`config.mk`:
```
export PLATFORM = sky130hd
export DESIGN_NAME = ipv4_header_rule_filter
export DESIGN_NICKNAME = d
export VERILOG_FILES = /design/src/design/ihrf_pkg.sv /design/src/design/ihrf_front.sv /design/src/design/ihrf_queue.sv /design/src/design/ihrf_back.sv /design/src/design/ipv4_header_rule_filter.sv
export SDC_FILE = /design/constraint.sdc
export NUM_CORES = 2
export LEC_CHECK = 0
export ABC_AREA = 1
export BUFFER_PORTS_ARGS = -buffer_cell sky130_fd_sc_hd__buf_4
export CORE_UTILIZATION = 40
export CTS_BUF_LIST = sky130_fd_sc_hd__clkbuf_4
export DETAILED_ROUTE_END_ITERATION = 12
export SLEW_MARGIN = 20
export SYNTH_ARGS = -nofsm -noshare
export SYNTH_HDL_FRONTEND = slang
export SYNTH_SLANG_ARGS = --single-unit
```
`constraint.sdc`:
```
create_clock -name clk -period 14.89 [get_ports clk]
set_input_delay 3.7225 -clock clk [delete_from_list [all_inputs] [get_ports clk]]
set_output_delay 3.7225 -clock clk [all_outputs]
set_load 0.1 [all_outputs]
```
`src/design/ihrf_pkg.sv`:
```
// ----------------------------------------------------------------------------
// ihrf_pkg
// Shared types and constants of the IPv4 header rule filter.
// ----------------------------------------------------------------------------
package ihrf_pkg;

  localparam int RULE_ENTRIES = 64;

  localparam logic [1:0] CMD_BYTE = 2'd0;
  localparam logic [1:0] CMD_RULE = 2'd1;
  localparam logic [1:0] CMD_STAT = 2'd2;

  localparam logic [2:0] CLS_MALFORMED = 3'd0;
  localparam logic [2:0] CLS_OTHER     = 3'd1;
  localparam logic [2:0] CLS_NO_RULE   = 3'd2;
  localparam logic [2:0] CLS_DROP      = 3'd3;
  localparam logic [2:0] CLS_PASS      = 3'd4;
  localparam logic [2:0] CLS_REDIRECT  = 3'd5;

  localparam logic [1:0] ACT_DROP     = 2'd0;
  localparam logic [1:0] ACT_REDIRECT = 2'd2;

  localparam logic [2:0] ST_TOTAL      = 3'd0;
  localparam logic [2:0] ST_PASSED     = 3'd1;
  localparam logic [2:0] ST_DROPPED    = 3'd2;
  localparam logic [2:0] ST_REDIRECTED = 3'd3;
  localparam logic [2:0] ST_TCP        = 3'd4;
  localparam logic [2:0] ST_UDP        = 3'd5;
  localparam logic [2:0] ST_OTHER      = 3'd6;
  localparam logic [2:0] ST_MALFORMED  = 3'd7;

  localparam logic [31:0] SUBNET_MASK    = 32'hFFFF_FF00;
  localparam logic [3:0]  MIN_IHL        = 4'd5;
  localparam logic [15:0] ETHERTYPE_IPV4 = 16'h0800;
  localparam logic [7:0]  PROTO_TCP      = 8'd6;
  localparam logic [7:0]  PROTO_UDP      = 8'd17;

  // job from front part to back part
  typedef struct packed {
    logic        is_stat;   // 1 counter read
    logic        is_rule;   // 1 rule table write
    logic [2:0]  stat_sel;
    logic [2:0]  pre_class; // class if no lookup
    logic        lookup;    // rule lookup decides
    logic        is_tcp;
    logic        is_udp;
    logic [5:0]  rule_slot;
    logic [1:0]  rule_act;
    logic        rule_en;
    logic [31:0] key;       // lookup key or rule key
  } job_t;

endpackage

```
`src/design/ihrf_front.sv`:
```
// ----------------------------------------------------------------------------
// ihrf_front
// Parse packet bytes and classify; emit verdict, rule-write or counter-read
// jobs in arrival order.
// ----------------------------------------------------------------------------
module ihrf_front (
  input  logic               clk,
  input  logic               rst,
  input  logic               in_fire,
  input  logic [1:0]         cmd,
  input  logic [7:0]         byte_value,
  input  logic               last_byte,
  input  logic [5:0]         rule_slot,
  input  logic [31:0]        rule_match_key,
  input  logic [1:0]         rule_verdict_code,
  input  logic               rule_enable,
  input  logic [2:0]         stat_select,
  output logic               job_valid,
  output ihrf_pkg::job_t     job
);
  import ihrf_pkg::*;

  logic [15:0] byte_position;
  logic [15:0] saved_ethertype;
  logic [3:0]  header_words;
  logic [7:0]  saved_protocol;
  logic [31:0] saved_destination;

  logic [15:0] len;
  logic [15:0] eth_next;
  logic [3:0]  ihl_next;
  logic [7:0]  proto_next;
  logic [31:0] dest_next;
  logic [16:0] need;
  job_t        verdict;
  job_t        rule_job;
  job_t        stat_job;

  always_comb begin
    eth_next   = saved_ethertype;
    ihl_next   = header_words;
    proto_next = saved_protocol;
    dest_next  = saved_destination;
    if (byte_position == 16'd12) eth_next = {byte_value, saved_ethertype[7:0]};
    else if (byte_position == 16'd13) eth_next = {saved_ethertype[15:8], byte_value};
    else if (byte_position == 16'd14) ihl_next = byte_value[3:0];
    else if (byte_position == 16'd23) proto_next = byte_value;
    else if (byte_position >= 16'd30 && byte_position <= 16'd33)
      dest_next = {saved_destination[23:0], byte_value};
    len  = (byte_position == 16'hFFFF) ? 16'hFFFF : byte_position + 16'd1;
    need = 17'd14 + {11'd0, ihl_next, 2'b00};

    verdict           = '0;
    verdict.key       = (dest_next & SUBNET_MASK) | {24'd0, proto_next};
    verdict.pre_class = CLS_MALFORMED;
    if (len < 16'd14) begin
      verdict.pre_class = CLS_MALFORMED;
    end else if (eth_next != ETHERTYPE_IPV4) begin
      verdict.pre_class = CLS_OTHER;
    end else if (len < 16'd34 || ihl_next < MIN_IHL) begin
      verdict.pre_class = CLS_MALFORMED;
    end else if (proto_next == PROTO_TCP) begin
      if ({1'b0, len} >= need + 17'd20) begin
        verdict.lookup = 1'b1;
        verdict.is_tcp = 1'b1;
      end
    end else if (proto_next == PROTO_UDP) begin
      if ({1'b0, len} >= need + 17'd8) begin
        verdict.lookup = 1'b1;
        verdict.is_udp = 1'b1;
      end
    end else begin
      verdict.pre_class = CLS_OTHER;
    end

    rule_job           = '0;
    rule_job.is_rule   = 1'b1;
    rule_job.rule_slot = rule_slot;
    rule_job.rule_act  = rule_verdict_code;
    rule_job.rule_en   = rule_enable;
    rule_job.key       = rule_match_key;

    stat_job          = '0;
    stat_job.is_stat  = 1'b1;
    stat_job.stat_sel = stat_select;
  end

  always_ff @(posedge clk) begin
    if (rst) begin
      byte_position     <= '0;
      saved_ethertype   <= '0;
      header_words      <= '0;
      saved_protocol    <= '0;
      saved_destination <= '0;
      job_valid         <= 1'b0;
    end else begin
      job_valid <= 1'b0;
      if (in_fire && cmd == CMD_BYTE) begin
        if (last_byte) begin
          byte_position     <= '0;
          saved_ethertype   <= '0;
          header_words      <= '0;
          saved_protocol    <= '0;
          saved_destination <= '0;
          job_valid         <= 1'b1;
          job               <= verdict;
        end else begin
          byte_position     <= len;
          saved_ethertype   <= eth_next;
          header_words      <= ihl_next;
          saved_protocol    <= proto_next;
          saved_destination <= dest_next;
        end
      end else if (in_fire && cmd == CMD_RULE) begin
        job_valid <= 1'b1;
        job       <= rule_job;
      end else if (in_fire && cmd == CMD_STAT) begin
        job_valid <= 1'b1;
        job       <= stat_job;
      end
    end
  end
endmodule

```
`src/design/ihrf_queue.sv`:
```
// ----------------------------------------------------------------------------
// ihrf_queue
// Short job queue between front and back parts.
// ----------------------------------------------------------------------------
module ihrf_queue (
  input  logic           clk,
  input  logic           rst,
  input  logic           wr_en,
  input  ihrf_pkg::job_t wr_job,
  output logic [2:0]     used,
  output logic           rd_valid,
  input  logic           rd_en,
  output ihrf_pkg::job_t rd_job
);
  import ihrf_pkg::*;

  job_t       mem [4];
  logic [1:0] wp;
  logic [1:0] rp;

  assign rd_valid = used != 3'd0;
  assign rd_job   = mem[rp];

  always_ff @(posedge clk) begin
    if (wr_en) mem[wp] <= wr_job;
  end

  always_ff @(posedge clk) begin
    if (rst) begin
      wp   <= '0;
      rp   <= '0;
      used <= '0;
    end else begin
      if (wr_en) wp <= wp + 2'd1;
      if (rd_en) rp <= rp + 2'd1;
      used <= used + {2'd0, wr_en} - {2'd0, rd_en};
    end
  end
endmodule

```
`src/design/ihrf_back.sv`:
```
// ----------------------------------------------------------------------------
// ihrf_back
// Rule table writes and lookup, statistics counters and output register.
// ----------------------------------------------------------------------------
module ihrf_back (
  input  logic           clk,
  input  logic           rst,
  input  logic           job_valid,
  input  ihrf_pkg::job_t job,
  output logic           job_take,
  output logic           out_valid,
  input  logic           out_ready,
  output logic           out_kind,
  output logic [71:0]    out_data
);
  import ihrf_pkg::*;

  logic [31:0] table_keys    [RULE_ENTRIES];
  logic [1:0]  table_actions [RULE_ENTRIES];
  logic [RULE_ENTRIES-1:0] table_valid;
  logic [63:0] stat_counters [8];

  logic [RULE_ENTRIES-1:0] hit;
  logic        any_hit;
  logic [1:0]  act;
  logic [2:0]  cls;
  logic        pass;
  logic [7:0]  inc;
  logic        emit;

  assign job_take = job_valid && (job.is_rule || !out_valid || out_ready);
  assign emit     = job_take && !job.is_rule;

  always_comb begin
    for (int i = 0; i < RULE_ENTRIES; i++)
      hit[i] = table_valid[i] && table_keys[i] == job.key;
    any_hit = 1'b0;
    act     = '0;
    for (int i = RULE_ENTRIES - 1; i >= 0; i--) begin
      if (hit[i]) begin
        any_hit = 1'b1;
        act     = table_actions[i];
      end
    end
    inc = '0;
    cls = job.pre_class;
    pass = 1'b0;
    if (!job.is_stat && !job.is_rule) begin
      inc[ST_TOTAL] = 1'b1;
      if (job.lookup) begin
        inc[ST_TCP] = job.is_tcp;
        inc[ST_UDP] = job.is_udp;
        pass = 1'b1;
        if (!any_hit) begin
          cls = CLS_NO_RULE;
          inc[ST_PASSED] = 1'b1;
        end else if (act == ACT_DROP) begin
          cls  = CLS_DROP;
          pass = 1'b0;
          inc[ST_DROPPED] = 1'b1;
        end else if (act == ACT_REDIRECT) begin
          cls = CLS_REDIRECT;
          inc[ST_REDIRECTED] = 1'b1;
        end else begin
          cls = CLS_PASS;
          inc[ST_PASSED] = 1'b1;
        end
      end else if (cls == CLS_OTHER) begin
        pass = 1'b1;
        inc[ST_OTHER] = 1'b1;
      end else begin
        inc[ST_MALFORMED] = 1'b1;
      end
    end
  end

  always_ff @(posedge clk) begin
    if (job_take && job.is_rule) begin
      table_keys[job.rule_slot]    <= job.key;
      table_actions[job.rule_slot] <= job.rule_act;
    end
  end

  always_ff @(posedge clk) begin
    if (rst) begin
      table_valid <= '0;
      out_valid   <= 1'b0;
      for (int i = 0; i < 8; i++) stat_counters[i] <= '0;
    end else begin
      if (job_take && job.is_rule) table_valid[job.rule_slot] <= job.rule_en;
      out_valid <= emit || (out_valid && !out_ready);
      if (emit) begin
        out_kind <= job.is_stat;
        if (job.is_stat)
          out_data <= {4'd0, stat_counters[job.stat_sel], 3'd0, 1'b0};
        else
          out_data <= {4'd0, 64'd0, cls, pass};
      end
      if (job_take) begin
        for (int i = 0; i < 8; i++)
          if (inc[i]) stat_counters[i] <= stat_counters[i] + 64'd1;
      end
    end
  end
endmodule

```
`src/design/ipv4_header_rule_filter.sv`:
```
// ----------------------------------------------------------------------------
// ipv4_header_rule_filter
// Ethernet/IPv4/TCP/UDP header filter with rule table and counters.
// ----------------------------------------------------------------------------
// Input stream s_axis: one transfer per command. tuser holds cmd; packet
// bytes (cmd 0) carry tlast on the final byte. Rule writes (cmd 1) give no
// result; counter reads (cmd 2) and final packet bytes each give one result
// transfer on m_axis, with m_axis_tuser set for counter read data.
// Throughput: one input transfer per cycle while s_axis_tready is high. A
// verdict or counter read reaches m_axis through the front register, the
// job queue, then the output register after table compare. Rule writes travel
// through the same queue, so every command takes effect in arrival order.
// A four-entry job queue sits between parser and table; s_axis_tready drops
// when it may fill, so a stalled m_axis holds results without loss.
// Reset clears the parser, rule valid bits, counters and queue.
// ----------------------------------------------------------------------------
module ipv4_header_rule_filter (
  input  logic        clk,
  input  logic        rst,
  input  logic        s_axis_tvalid,
  output logic        s_axis_tready,
  // byte_value[7:0], rule_slot[13:8], rule_match_key[45:14],
  // rule_verdict_code[47:46], rule_enable[48], stat_select[51:49]
  input  logic [55:0] s_axis_tdata,
  input  logic        s_axis_tlast,
  input  logic [1:0]  s_axis_tuser,   // cmd
  output logic        m_axis_tvalid,
  input  logic        m_axis_tready,
  // pass_flag[0], packet_class[3:1], counter_value[67:4]
  output logic [71:0] m_axis_tdata,
  output logic        m_axis_tuser    // result_kind
);
  import ihrf_pkg::*;

  logic       in_fire;
  logic       f_valid;
  job_t       f_job;
  logic [2:0] used;
  logic       q_valid;
  logic       q_take;
  job_t       q_job;

  // room for queued jobs plus the one in the front register
  assign s_axis_tready = (used + {2'd0, f_valid}) < 3'd3;
  assign in_fire       = s_axis_tvalid && s_axis_tready;

  ihrf_front u_front (
    .clk, .rst, .in_fire,
    .cmd               (s_axis_tuser),
    .byte_value        (s_axis_tdata[7:0]),
    .last_byte         (s_axis_tlast),
    .rule_slot         (s_axis_tdata[13:8]),
    .rule_match_key    (s_axis_tdata[45:14]),
    .rule_verdict_code (s_axis_tdata[47:46]),
    .rule_enable       (s_axis_tdata[48]),
    .stat_select       (s_axis_tdata[51:49]),
    .job_valid         (f_valid),
    .job               (f_job)
  );

  ihrf_queue u_queue (
    .clk, .rst,
    .wr_en    (f_valid),
    .wr_job   (f_job),
    .used     (used),
    .rd_valid (q_valid),
    .rd_en    (q_take),
    .rd_job   (q_job)
  );

  ihrf_back u_back (
    .clk, .rst,
    .job_valid (q_valid),
    .job       (q_job),
    .job_take  (q_take),
    .out_valid (m_axis_tvalid),
    .out_ready (m_axis_tready),
    .out_kind  (m_axis_tuser),
    .out_data  (m_axis_tdata)
  );
endmodule

```
==> results.json <==
{
  "setup_viol": 0,
  "cpPeakStageDelay_ns": 0.81,
  "num_vias": 108700,
  "grt_usage_pct": 26.11,
  "worst_ep_arrival_time_ns": 13.05,
  "synth_ff_type": "edfxtp_1",
  "start_kind": "flop",
  "end_kind": "flop",
  "slew_headroom_pct": 17.20,
  "cts_root_buf": "clkbuf_4",
  "first_pass_iters": 6,
  "status": "completed",
  "path_common_cell": "nand2_1",
  "design_area_um2": 162900,
  "grt_pass1_vias": 100500,
  "swShare_pct": 45.35,
  "grt_overflow": 0,
  "path_clk_slew_ns": 0.07,
  "port_buffers": 129,
  "syn_inst": 12850,
  "cts_setup_buffers": 0,
  "area_delta_synth_final_pct": 13.14,
  "setup_tns_ns": 0,
  "period_needed_ns": 11.89,
  "synth_warnings": 0,
  "ys_seq_area_share_pct": 64.83,
  "synth.avg_cell_area_um2": 11.20,
  "synth_cell_types": 73,
  "clock.fmax_ghz": 0.08409,
  "cts_buffer_depth": 4,
  "cts_tree": "built",
  "hold_viol_final": 0,
  "crit_fanout": 64,
  "timing.rr.end": "u_back.stat_counters[1][58]",
  "power_frac_clock_pct": 22.9,
  "r2r_cells": 96,
  "required_ns": 16.05,
  "gp_congestion": 0.8790,
  "core_um2": 357000,
  "hpwl_um": 288400,
  "seq_power_share_pct": 35.4,
  "design.portCount": 138,
  "finalCritPeriodShare_pct": 79.87,
  "htreeDepth": 6,
  "synth_area_um2": 144000,
  "p_switching_mw": 15.20,
  "yosysTopAreaCell": "edfxtp_1",
  "initial_core_util_pct": 40.32,
  "numClockSinks": 3158,
  "whs_path_depth": 2,
  "final_nets": 13600,
  "final_common_cell": "edfxtp_1",
  "dieArea_um2": 362300,
  "wl_per_cell_um": 25.79,
  "grt_pass1_wl_um": 694000,
  "cts_inserted_buffers": 815,
  "drtAntennaViolNets": 0,
  "via_per_inst": 5.741,
  "worst_path_max_delay_cell": "dfxtp_4",
  "holdPathEnd": "u_front.saved_destination[4]",
  "p_int_mw": 18.32,
  "synth_top_area_share_pct": 62.73,
  "cts_resized": 0,
  "critical_path_class": "reg2reg",
  "grt_max_degree": 109,
  "async_reset_ff_share_pct": 0,
  "wirelength_um": 488200,
  "p_leak_nw": 56.11,
  "clock_latency_ns": 1.72,
  "combPwrFrac_pct": 41.7,
  "hp-class": "reg2reg",
  "synth-edff-count": 3007,
  "finalMaxSlewViolations": 0,
  "power_mw": 33.52,
  "drive_gt1_share_pct": 15.82,
  "worst_pin_slew_ns": 1.232,
  "placed_area_um2": 151700,
  "holdBufCountCts": 0,
  "powerDensity_nw_per_um2": 205.8,
  "drc": 0,
  "min-delay-start": "u_front.saved_destination[4]",
  "yosys-top-cells-area": "edfxtp_1 (63%), nand2_1 (5.5%), o21ai_0 (3.9%), xor2_1 (3.0%), inv_1 (2.5%)",
  "ir_drop_mv": 0.1485,
  "placement_rows": 219,
  "drtIter0Drc": 15660,
  "ys_ff_latch": 3158,
  "die_w_um": 601.9,
  "r2r_setup_slack_ns": 3.00,
  "maxCapViolations": 0,
  "rsz0062_at_grt": "no",
  "die_h_um": 601.9,
  "fin_worst_skew_ns": 0.2056,
  "antenna_found_initial": 35,
  "layout_common_cells": "edfxtp_1 (3,007), nand2_1 (2,088), clkbuf_4 (1,244)"
}
==> logic make-up after synthesis <==
family | after synthesis | share of synthesized area (%)
adder cells (fa/ha/maj) | 35 | 0.3042
buffers and inverters | 1596 | 4.445
other | 1 | 0.002605
multiplexers | 26 | 0.1843
AO/OA/AOI/OAI | 2737 | 11.16
flip-flops | 3158 | 64.83
AND/OR/NAND/NOR | 4489 | 14.15
XOR/XNOR | 810 | 4.928
==> worst max-delay path by stage <==
stage	startpoint	to	cells after the start
5_1_grt	flop	u_back.stat_counters[1][61]	96
4_1_cts	flop	u_back.stat_counters[1][43]	96
3_3_place_gp	flop	u_back.stat_counters[1][62]	96
6_report	flop	u_back.stat_counters[1][58]	96
2_1_floorplan	s_axis_tvalid	u_front.job[0]	7
3_5_place_dp	flop	u_back.stat_counters[1][62]	96
==> worst max-delay path: cells and delay by family (launching register included) <==
kind                   cells  cell delay [ns]
AND/OR/NAND/NOR           89             7.81
buffers and inverters      5             1.85
AO/OA/AOI/OAI              2             0.83
flip-flops                 1             0.81
==> through the flow <==
stage	hold WS, ns	setup WS, ns	utilization, %	std cells
6_report	0.4602	2.998	45.61	18930
5_1_grt	0.4742	2.231	45.61	18910
4_1_cts	0.4627	3.253	45.46	18880
3_5_place_dp	0.4520	3.389	42.50	17410
3_3_place_gp	0.4476	3.301	42.48	17410
2_1_floorplan	0.4362	2.103	-	12860
==> final cells by class <==
class	count	area (um^2)
Fill cell	33060	194200
Sequential cell	3158	93320
Multi-Input combinational cell	8101	45270
Clock buffer	1244	9339
Tap cell	4751	5944
Inverter	1000	3896
Timing Repair Buffer	423	3795
Clock inverter	226	1244
Antenna cell	22	55.05
==> power groups by stage <==
stage	logic (mW)	registers, mW	clock network [mW]
floorplan	6.43	12.4	0
global placement	13.5	12.0	0
detailed placement	13.5	12.1	0
CTS	13.6	11.9	7.76
global route	14.3	11.9	8.20
finish	14.0	11.9	7.68
==> synthesized netlist by cell type (11+ instances only) <==
| cell | count |
|---|---|
| nand2_1 | 2109 |
| o21ai_1 | 28 |
| buf_1 | 109 |
| edfxtp_1 | 3007 |
| o22ai_1 | 290 |
| dfxtp_1 | 151 |
| a2111oi_0 | 13 |
| nand3b_1 | 46 |
| buf_6 | 16 |
| o2111ai_1 | 22 |
| mux2i_1 | 22 |
| nor3_2 | 31 |
| buf_2 | 128 |
| nor3b_1 | 20 |
| or2_2 | 214 |
| nor2_2 | 51 |
| clkbuf_1 | 309 |
| nor2_1 | 793 |
| o21ai_0 | 1112 |
| xor2_1 | 488 |
| nand3_1 | 325 |
| nor3_1 | 310 |
| o211ai_1 | 40 |
| xnor2_1 | 322 |
| or4_1 | 31 |
| a211oi_1 | 44 |
| a21oi_1 | 666 |
| a22oi_1 | 42 |
| and3_1 | 19 |
| o21a_1 | 24 |
| nor4_1 | 285 |
| a31oi_1 | 95 |
| a22o_1 | 116 |
| buf_4 | 34 |
| ha_1 | 35 |
| a32oi_1 | 11 |
| inv_2 | 23 |
| nand4_1 | 177 |
| nand2_2 | 16 |
| inv_1 | 968 |
| a221oi_1 | 181 |
==> routing by layer <==
layer | global-route usage [%] | part of all wire (%)
met1 | 36.78 | 40
met2 | 40.45 | 44
met3 | 4.824 | 12
met4 | 9.018 | 3.5
met5 | 0 | 0.0088
==> state kept, by name, indices dropped and copies added, names as in the netlist, 3 cells and up, named ones only <==
| register | count |
|---|---|
| u_back.out_data | 68 |
| u_back.stat_counters | 512 |
| u_back.table_actions | 128 |
| u_back.table_keys | 2048 |
| u_back.table_valid | 64 |
| u_front.byte_position | 16 |
| u_front.header_words | 4 |
| u_front.job | 50 |
| u_front.saved_destination | 32 |
| u_front.saved_ethertype | 16 |
| u_front.saved_protocol | 8 |
| u_queue.mem | 200 |
| u_queue.used | 3 |
Power figures use the tool's default switching activity.
